--- src/psg_pkg.sv ---
// Shared constants and types for the tone and noise sound generator.
`default_nettype none

package psg_pkg;

    // Channel layout: three tone channels followed by the noise channel.
    localparam int unsigned NUM_CH    = 4;
    localparam int unsigned NUM_TONE  = 3;
    localparam logic [1:0]  NOISE_CH  = 2'd3;

    // Register field widths.
    localparam int unsigned ATTEN_W   = 4;
    localparam int unsigned PERIOD_W  = 10;
    localparam int unsigned LFSR_W    = 16;

    // Attenuation value that silences a channel and freezes its counter.
    localparam logic [ATTEN_W-1:0]  ATTEN_OFF = 4'hF;

    // Shift register value after reset and after a noise type change.
    localparam logic [LFSR_W-1:0]   LFSR_SEED = 16'h8000;

    // Base reload of the noise counter before the rate shift.
    localparam logic [PERIOD_W-1:0] NOISE_BASE = 10'd16;

    // Request opcodes.
    localparam logic OP_TICK  = 1'b0;
    localparam logic OP_WRITE = 1'b1;

    typedef logic [ATTEN_W-1:0]  t_atten;
    typedef logic [PERIOD_W-1:0] t_period;
    typedef logic [LFSR_W-1:0]   t_lfsr;

endpackage

`default_nettype wire

--- src/psg_if.sv ---
// Request and result handshake interfaces of the sound generator.
`default_nettype none

interface psg_req_if;
    logic       valid;
    logic       ready;
    logic       opcode;
    logic [7:0] write_byte;

    modport source (output valid, output opcode, output write_byte, input ready);
    modport sink   (input valid, input opcode, input write_byte, output ready);
endinterface

interface psg_res_if;
    logic       valid;
    logic       ready;
    logic       tone0_bit;
    logic       tone1_bit;
    logic       tone2_bit;
    logic       noise_bit;
    logic [3:0] atten0;
    logic [3:0] atten1;
    logic [3:0] atten2;
    logic [3:0] atten3;
    logic       sound_changed;

    modport source (output valid, output tone0_bit, output tone1_bit, output tone2_bit,
                    output noise_bit, output atten0, output atten1, output atten2,
                    output atten3, output sound_changed, input ready);
    modport sink   (input valid, input tone0_bit, input tone1_bit, input tone2_bit,
                    input noise_bit, input atten0, input atten1, input atten2,
                    input atten3, input sound_changed, output ready);
endinterface

`default_nettype wire

--- src/psg_tone_noise_generator.sv ---
// Four-channel tone and noise generator driven by tick and register write requests.
// A result is registered and becomes valid in the cycle after its request is accepted.
// Throughput: one request per cycle; the single result register lets a new request
// enter whenever the result register is empty or is being drained in that cycle.
// Reset: synchronous, active low; all attenuations go to 15 (off), dividers,
// counters and levels to 0, and the noise shift register to 0x8000.
`default_nettype none

module psg_tone_noise_generator (
    input  wire        i_clk,
    input  wire        i_rst_n,
    psg_req_if.sink    i_req,
    psg_res_if.source  o_res
);

    // Latch byte state: which channel and which register data bytes go to.
    logic [1:0]               r_latch_ch,   n_latch_ch;
    logic                     r_latch_att,  n_latch_att;

    // Per-channel registers.
    psg_pkg::t_atten          r_atten  [psg_pkg::NUM_CH];
    psg_pkg::t_atten          n_atten  [psg_pkg::NUM_CH];
    psg_pkg::t_period         r_period [psg_pkg::NUM_TONE];
    psg_pkg::t_period         n_period [psg_pkg::NUM_TONE];
    logic [3:0]               r_low    [psg_pkg::NUM_TONE];
    logic [3:0]               n_low    [psg_pkg::NUM_TONE];
    psg_pkg::t_period         r_cd     [psg_pkg::NUM_CH];
    psg_pkg::t_period         n_cd     [psg_pkg::NUM_CH];
    logic [psg_pkg::NUM_CH-1:0] r_level, n_level;

    // Noise control.
    logic [1:0]               r_rate,       n_rate;
    logic                     r_mode,       n_mode;
    logic                     r_prior_mode, n_prior_mode;
    psg_pkg::t_lfsr           r_lfsr,       n_lfsr;

    // Result register.
    logic                     r_out_valid;
    logic [psg_pkg::NUM_CH-1:0] r_out_level;
    psg_pkg::t_atten          r_out_atten [psg_pkg::NUM_CH];
    logic                     r_out_changed;

    logic                     w_accept;
    logic                     w_changed;

    // The result register frees up either when empty or when the sink takes it now,
    // so requests flow one per cycle as long as results are drained.
    assign i_req.ready = !r_out_valid || o_res.ready;
    assign w_accept    = i_req.valid && i_req.ready;

    // Next-state logic for one request: either a tick of all four channels in
    // parallel or a single register byte write.
    always_comb begin
        logic                 latch;
        logic [1:0]           ch;
        logic                 is_att;
        psg_pkg::t_period     new_period;
        logic [1:0]           new_rate;
        logic                 new_mode;
        logic                 fb;

        n_latch_ch   = r_latch_ch;
        n_latch_att  = r_latch_att;
        n_atten      = r_atten;
        n_period     = r_period;
        n_low        = r_low;
        n_cd         = r_cd;
        n_level      = r_level;
        n_rate       = r_rate;
        n_mode       = r_mode;
        n_prior_mode = r_prior_mode;
        n_lfsr       = r_lfsr;
        w_changed    = 1'b0;

        latch      = i_req.write_byte[7];
        ch         = latch ? i_req.write_byte[6:5] : r_latch_ch;
        is_att     = latch ? i_req.write_byte[4]   : r_latch_att;
        new_period = {i_req.write_byte[5:0], r_low[ch]};
        new_rate   = i_req.write_byte[1:0];
        new_mode   = i_req.write_byte[2];
        fb         = r_mode ? (r_lfsr[0] ^ r_lfsr[3]) : r_lfsr[0];

        if (w_accept) begin
            if (i_req.opcode == psg_pkg::OP_TICK) begin
                // Tone channels: a divider below 2 holds the output high.
                for (int i = 0; i < psg_pkg::NUM_TONE; i++) begin
                    if (r_atten[i] != psg_pkg::ATTEN_OFF) begin
                        if (r_period[i] < psg_pkg::t_period'(2)) begin
                            n_level[i] = 1'b1;
                        end else if (r_cd[i] == '0) begin
                            n_cd[i]    = r_period[i] - psg_pkg::t_period'(1);
                            n_level[i] = ~r_level[i];
                        end else begin
                            n_cd[i]    = r_cd[i] - psg_pkg::t_period'(1);
                        end
                    end
                end

                // Noise channel: rate 3 borrows the divider of tone channel 2.
                if (r_atten[psg_pkg::NOISE_CH] != psg_pkg::ATTEN_OFF) begin
                    if (r_rate == 2'd3 && r_period[2] < psg_pkg::t_period'(2)) begin
                        n_level[psg_pkg::NOISE_CH] = 1'b1;
                    end else if (r_cd[psg_pkg::NOISE_CH] != '0) begin
                        n_cd[psg_pkg::NOISE_CH] =
                            r_cd[psg_pkg::NOISE_CH] - psg_pkg::t_period'(1);
                    end else begin
                        if (r_rate == 2'd3) begin
                            n_cd[psg_pkg::NOISE_CH] = r_period[2] - psg_pkg::t_period'(1);
                        end else begin
                            n_cd[psg_pkg::NOISE_CH] =
                                (psg_pkg::NOISE_BASE << r_rate) - psg_pkg::t_period'(1);
                        end
                        // A change of noise type restarts the sequence from the seed.
                        if (r_prior_mode != r_mode) begin
                            n_lfsr       = psg_pkg::LFSR_SEED;
                            n_prior_mode = r_mode;
                        end else begin
                            n_lfsr = {fb, r_lfsr[psg_pkg::LFSR_W-1:1]};
                        end
                        n_level[psg_pkg::NOISE_CH] = n_lfsr[0];
                    end
                end
            end else begin
                if (latch) begin
                    n_latch_ch  = ch;
                    n_latch_att = is_att;
                end

                if (is_att) begin
                    if (i_req.write_byte[3:0] != r_atten[ch]) begin
                        n_atten[ch] = i_req.write_byte[3:0];
                        w_changed   = 1'b1;
                    end
                end else if (ch != psg_pkg::NOISE_CH) begin
                    // A latch byte only stages the low nibble; the data byte commits
                    // the whole divider.
                    if (latch) begin
                        n_low[ch] = i_req.write_byte[3:0];
                    end else if (new_period != r_period[ch]) begin
                        n_period[ch] = new_period;
                        w_changed    = 1'b1;
                    end
                end else begin
                    if (new_rate != r_rate || new_mode != r_mode) begin
                        n_rate    = new_rate;
                        n_mode    = new_mode;
                        w_changed = 1'b1;
                    end
                end
            end
        end
    end

    // Generator state.
    always_ff @(posedge i_clk) begin
        if (!i_rst_n) begin
            r_latch_ch   <= '0;
            r_latch_att  <= 1'b0;
            for (int i = 0; i < psg_pkg::NUM_CH; i++) begin
                r_atten[i] <= psg_pkg::ATTEN_OFF;
                r_cd[i]    <= '0;
            end
            for (int i = 0; i < psg_pkg::NUM_TONE; i++) begin
                r_period[i] <= '0;
                r_low[i]    <= '0;
            end
            r_level      <= '0;
            r_rate       <= '0;
            r_mode       <= 1'b0;
            r_prior_mode <= 1'b0;
            r_lfsr       <= psg_pkg::LFSR_SEED;
        end else begin
            r_latch_ch   <= n_latch_ch;
            r_latch_att  <= n_latch_att;
            r_atten      <= n_atten;
            r_cd         <= n_cd;
            r_period     <= n_period;
            r_low        <= n_low;
            r_level      <= n_level;
            r_rate       <= n_rate;
            r_mode       <= n_mode;
            r_prior_mode <= n_prior_mode;
            r_lfsr       <= n_lfsr;
        end
    end

    // Result valid flag.
    always_ff @(posedge i_clk) begin
        if (!i_rst_n) begin
            r_out_valid <= 1'b0;
        end else if (w_accept) begin
            r_out_valid <= 1'b1;
        end else if (o_res.ready) begin
            r_out_valid <= 1'b0;
        end
    end

    // Result payload captures the state as it stands after the request.
    always_ff @(posedge i_clk) begin
        if (w_accept) begin
            r_out_level   <= n_level;
            r_out_atten   <= n_atten;
            r_out_changed <= w_changed;
        end
    end

    assign o_res.valid         = r_out_valid;
    assign o_res.tone0_bit     = r_out_level[0];
    assign o_res.tone1_bit     = r_out_level[1];
    assign o_res.tone2_bit     = r_out_level[2];
    assign o_res.noise_bit     = r_out_level[3];
    assign o_res.atten0        = r_out_atten[0];
    assign o_res.atten1        = r_out_atten[1];
    assign o_res.atten2        = r_out_atten[2];
    assign o_res.atten3        = r_out_atten[3];
    assign o_res.sound_changed = r_out_changed;

endmodule

`default_nettype wire

--- src/flat_wrapper.sv ---
// flat-port wrapper written by rule: the top's interface ports become plain ports
module psg_tone_noise_generator_flat 
  (i_clk, i_rst_n, i_req_valid, i_req_opcode, i_req_write_byte, i_req_ready, o_res_valid, o_res_tone0_bit, o_res_tone1_bit, o_res_tone2_bit, o_res_noise_bit, o_res_atten0, o_res_atten1, o_res_atten2, o_res_atten3, o_res_sound_changed, o_res_ready);
  psg_req_if i_req_i ();
  psg_res_if o_res_i ();
  input  wire i_clk;
  input  wire i_rst_n;
  input wire logic [$bits(i_req_i.valid)-1:0] i_req_valid;
  input wire logic [$bits(i_req_i.opcode)-1:0] i_req_opcode;
  input wire logic [$bits(i_req_i.write_byte)-1:0] i_req_write_byte;
  output wire logic [$bits(i_req_i.ready)-1:0] i_req_ready;
  output wire logic [$bits(o_res_i.valid)-1:0] o_res_valid;
  output wire logic [$bits(o_res_i.tone0_bit)-1:0] o_res_tone0_bit;
  output wire logic [$bits(o_res_i.tone1_bit)-1:0] o_res_tone1_bit;
  output wire logic [$bits(o_res_i.tone2_bit)-1:0] o_res_tone2_bit;
  output wire logic [$bits(o_res_i.noise_bit)-1:0] o_res_noise_bit;
  output wire logic [$bits(o_res_i.atten0)-1:0] o_res_atten0;
  output wire logic [$bits(o_res_i.atten1)-1:0] o_res_atten1;
  output wire logic [$bits(o_res_i.atten2)-1:0] o_res_atten2;
  output wire logic [$bits(o_res_i.atten3)-1:0] o_res_atten3;
  output wire logic [$bits(o_res_i.sound_changed)-1:0] o_res_sound_changed;
  input wire logic [$bits(o_res_i.ready)-1:0] o_res_ready;
  assign i_req_i.valid = i_req_valid;
  assign i_req_i.opcode = i_req_opcode;
  assign i_req_i.write_byte = i_req_write_byte;
  assign i_req_ready = i_req_i.ready;
  assign o_res_valid = o_res_i.valid;
  assign o_res_tone0_bit = o_res_i.tone0_bit;
  assign o_res_tone1_bit = o_res_i.tone1_bit;
  assign o_res_tone2_bit = o_res_i.tone2_bit;
  assign o_res_noise_bit = o_res_i.noise_bit;
  assign o_res_atten0 = o_res_i.atten0;
  assign o_res_atten1 = o_res_i.atten1;
  assign o_res_atten2 = o_res_i.atten2;
  assign o_res_atten3 = o_res_i.atten3;
  assign o_res_sound_changed = o_res_i.sound_changed;
  assign o_res_i.ready = o_res_ready;
  psg_tone_noise_generator u_core (.i_clk(i_clk), .i_rst_n(i_rst_n), .i_req(i_req_i), .o_res(o_res_i));
endmodule
--- config.mk ---
export PLATFORM = sky130hd
export DESIGN_NAME = psg_tone_noise_generator_flat
export DESIGN_NICKNAME = d
export VERILOG_FILES = /design/src/psg_pkg.sv /design/src/psg_if.sv /design/src/psg_tone_noise_generator.sv /design/src/flat_wrapper.sv
export SDC_FILE = /design/constraint.sdc
export NUM_CORES = 1
export LEC_CHECK = 0
export ABC_AREA = 0
export BUFFER_PORTS_ARGS = -buffer_cell sky130_fd_sc_hd__buf_4
export CORE_ASPECT_RATIO = 0.7
export CORE_MARGIN = 2
export CORE_UTILIZATION = 50
export CTS_CLUSTER_SIZE = 20
export DETAILED_ROUTE_END_ITERATION = 10
export GPL_TIMING_DRIVEN = 0
export PLACE_DENSITY_LB_ADDON = 0.2
export SETUP_SLACK_MARGIN = 0.4
export SYNTH_ARGS = -nofsm -noshare
export SYNTH_HDL_FRONTEND = slang
export SYNTH_SLANG_ARGS = --single-unit
--- constraint.sdc ---
create_clock -name i_clk -period 3 [get_ports i_clk]
set_input_delay 0 -clock i_clk [delete_from_list [all_inputs] [get_ports i_clk]]
set_output_delay 0 -clock i_clk [all_outputs]
set_load 0.02 [all_outputs]
==> metrics.cfg <==
[hold_path]
min_path_type=in -> reg
hold_path_startpoint=i_req_opcode
min_path_cells=3

[place]
portBuffers=29
dp_hpwl_mm=14.8
globalplace.congestion=0.947
dpl.cell_count=1100

[route]
route.detailed.drc=0
first_pass_iters=5
wl_per_cell_microns=19.0
first_iter_violations=874
drt-vias-per-instance=6.02
ant_nets=0
route.vias.total=6938
wl_mm=22.0

[layout]
nFillCells=1253
diodes=0
multi_input_area_sq_um=4460
num-nets-final=966
final_cell_count_no_fill=1153
area_delta_synth_final_pct=21.1
regArea_sq_um=3160
drive_gt1_share_pct=16.7

[synth]
synth_cell_types=65
yosys_register_bits=147
syn_area_sq_um=7580
synth_cells=876
synth_edf_count=21
avgSynthCellArea_sq_um=8.65
ys_seq_area_share_pct=41.6
yosys_warnings=0
async_reset_ff_share_pct=0
synth_nets=897
synth_ff_type=dfxtp_1

[power]
power.static_leakage_nw=3.42
power_mw=4.52
pwr_density_cell_nw_per_um2=492
peakVddDrop_v=0.000317

[clock_network]
worstSkewPairLatency_ns=0.44
clock_sinks=147
cts_tree=built
cts-root-buf=clkbuf_16
cts_buffers=17
cts_buffer_depth=2
clk_pin_slew_ns=0.07
cts.htree.levels=4

[critical_path]
path_max_fanout=5
required_ns=3.33
endpoint_kind=register
cp-start-kind=register
crit_type=reg -> reg
r2r-start=u_core.r_latch_ch[0]
path_cells=mux2_4 > buf_6 > mux4_2 > xnor2_2 > nor4_4 > buf_6 > nor4_4 > buf_4 > mux2_4 > or2_1
worstPathArrival_ns=3.11
worst-r2r-cell-count=10
cpPeakStageDelay_ns=0.45
cp_slowest_cell=mux4_2
crit_start=u_core.r_latch_ch[0]

[timing]
worst_slew_pin_slew_ns=1.08
grt_setup_unrepaired=true
clock_skew_ns=0.0140
final.period_utilization_pct=92.5
fin_crit_ns=2.77
whs_ns=0.105
maxSlewViolCount=0
hold_viol=0
relSlewSlack_pct=25.8
setup_viol=0
max_clock_freq_mhz=360

[global_routing]
gr-usage-met1_pct=43.0
met2_usage_pct=38.8
grt_pass1_wl_mm=34.8
antenna_found_initial=0
grt.busiest_layer=met1
grt_max_degree=19
grt_usage_pct=28.1
use_met3_pct=6.81
grt.overflow.total=0
grt_pass1_vias=6210

[run]
maxCapViolations=0

[status]
outcome=completed

[die]
fp.dieArea_sq_um=16200
io_pins=36
num_rows=37
die_width_microns=151
fp.dieH_microns=107
start_util_pct=51.3
core-area_sq_um=14800

==> registers in the layout, indices dropped and copies added, names as in the netlist, 4 cells and up <==
register and flops:
u_core.r_low 12, u_core.o_res.atten1 4, u_core.o_res.atten3 4, u_core.r_atten 16, u_core.r_period 30, u_core.r_cd 40, u_core.r_out_level 4, u_core.o_res.atten0 4
u_core.r_level 4, u_core.r_lfsr 16, u_core.o_res.atten2 4
==> logic make-up after synthesis <==
kind of cell	after synthesis	synth area share, %
mux	81	11.7
simple gates	358	23.2
xor+xnor	35	4.04
flops	147	41.6
buf+inv	74	3.71
compound gates	173	14.5
fa+ha+maj	8	1.32
==> per-layer routing <==
metal  vias to the layer above  share of wire [%]
li1                       3293                  -
met1                      3296                 49
met2                       315                 41
met3                        34                8.9
met4                         0                1.7
met5                         -                  0
==> worst max-delay path: cells and delay by family (launching register included) <==
| kind | cells | cell delay, ns |
|---|---|---|
| buf+inv | 3 | 0.53 |
| flops | 1 | 0.35 |
| mux | 3 | 1.05 |
| simple gates | 3 | 0.57 |
| xor+xnor | 1 | 0.17 |
==> final cells by class <==
type / instances / share of cell area, %
Clock inverter: 15 / 1.95
Timing Repair Buffer: 49 / 4.24
Tap cell: 195 / 2.66
Multi-Input combinational cell: 655 / 48.5
Inverter: 19 / 0.818
Timing Repair inverter: 1 / 0.0545
Buffer: 55 / 2.71
Clock buffer: 17 / 4.63
Sequential cell: 147 / 34.4
==> worst paths after layout <==
| kind | endpoint | slack (ns) |
|---|---|---|
| max | u_core.r_atten[6] | 0.23 |
| min | u_core.o_res.sound_changed | 0.11 |
| max reg2reg | u_core.r_atten[6] | 0.23 |
| min reg2reg | u_core.r_lfsr[9] | 0.46 |
==> Yosys cell counts (12+ instances only) <==
| master | instances | share of area [%] |
|---|---|---|
| nor3_1 | 25 | 1.7 |
| inv_1 | 19 | 0.94 |
| and2_1 | 12 | 0.99 |
| o21ai_0 | 36 | 2.4 |
| nand3_1 | 39 | 2.6 |
| nand2_1 | 118 | 5.8 |
| mux2i_1 | 59 | 7.8 |
| dfxtp_1 | 126 | 33 |
| edfxtp_1 | 21 | 8.3 |
| nor2_1 | 78 | 3.9 |
| a21oi_1 | 57 | 3.8 |
| or2_1 | 16 | 1.3 |
| clkbuf_1 | 51 | 2.5 |
| nor4_1 | 16 | 1.3 |
| xnor2_1 | 24 | 2.8 |
| mux2_2 | 17 | 2.5 |
==> repair_timing <==
action,4_1_cts,5_1_grt
cloned,2,0
buffers inserted,7,9
resized for setup,46,46
hold endpoints to repair,4,0
endpoints found under the setup margin,98,121
pin swaps,7,8
hold buffers,3,0
==> cell usage in the layout (no fill, tap or decap), types with 18 or more instances in the layout <==
cell	synthesis	final
nand2_1	118	115
inv_1	19	18
nor3_1	25	24
clkbuf_1	51	39
edfxtp_1	21	21
xnor2_1	24	23
o21ai_0	36	36
mux2i_1	59	58
a21oi_1	57	57
nand3_1	39	37
nor2_1	78	76
dfxtp_1	126	124
buf_4	0	44
==> where the power goes <==
group	internal, mW	switching [mW]
Sequential	2.01	0.0140
Clock	1.13	1.03
Combinational	0.118	0.221
==> per-stage QoR <==
step / instance area [sq um] / worst slack (ns) / setup TNS, ns / utilization, %
final: 9180 / 0.225 / 0 / 62.2
after global routing: 9180 / 0.148 / 0 / 62.2
after CTS: 8950 / 0.265 / 0 / 60.6
after detailed placement: 8050 / -0.169 / -1.31 / 54.5
after global placement: 8040 / -0.606 / -10.65 / 54.5
after floorplan: 7580 / 0.374 / 0 / -
Note: power is estimated with default switching activity, not from simulation.
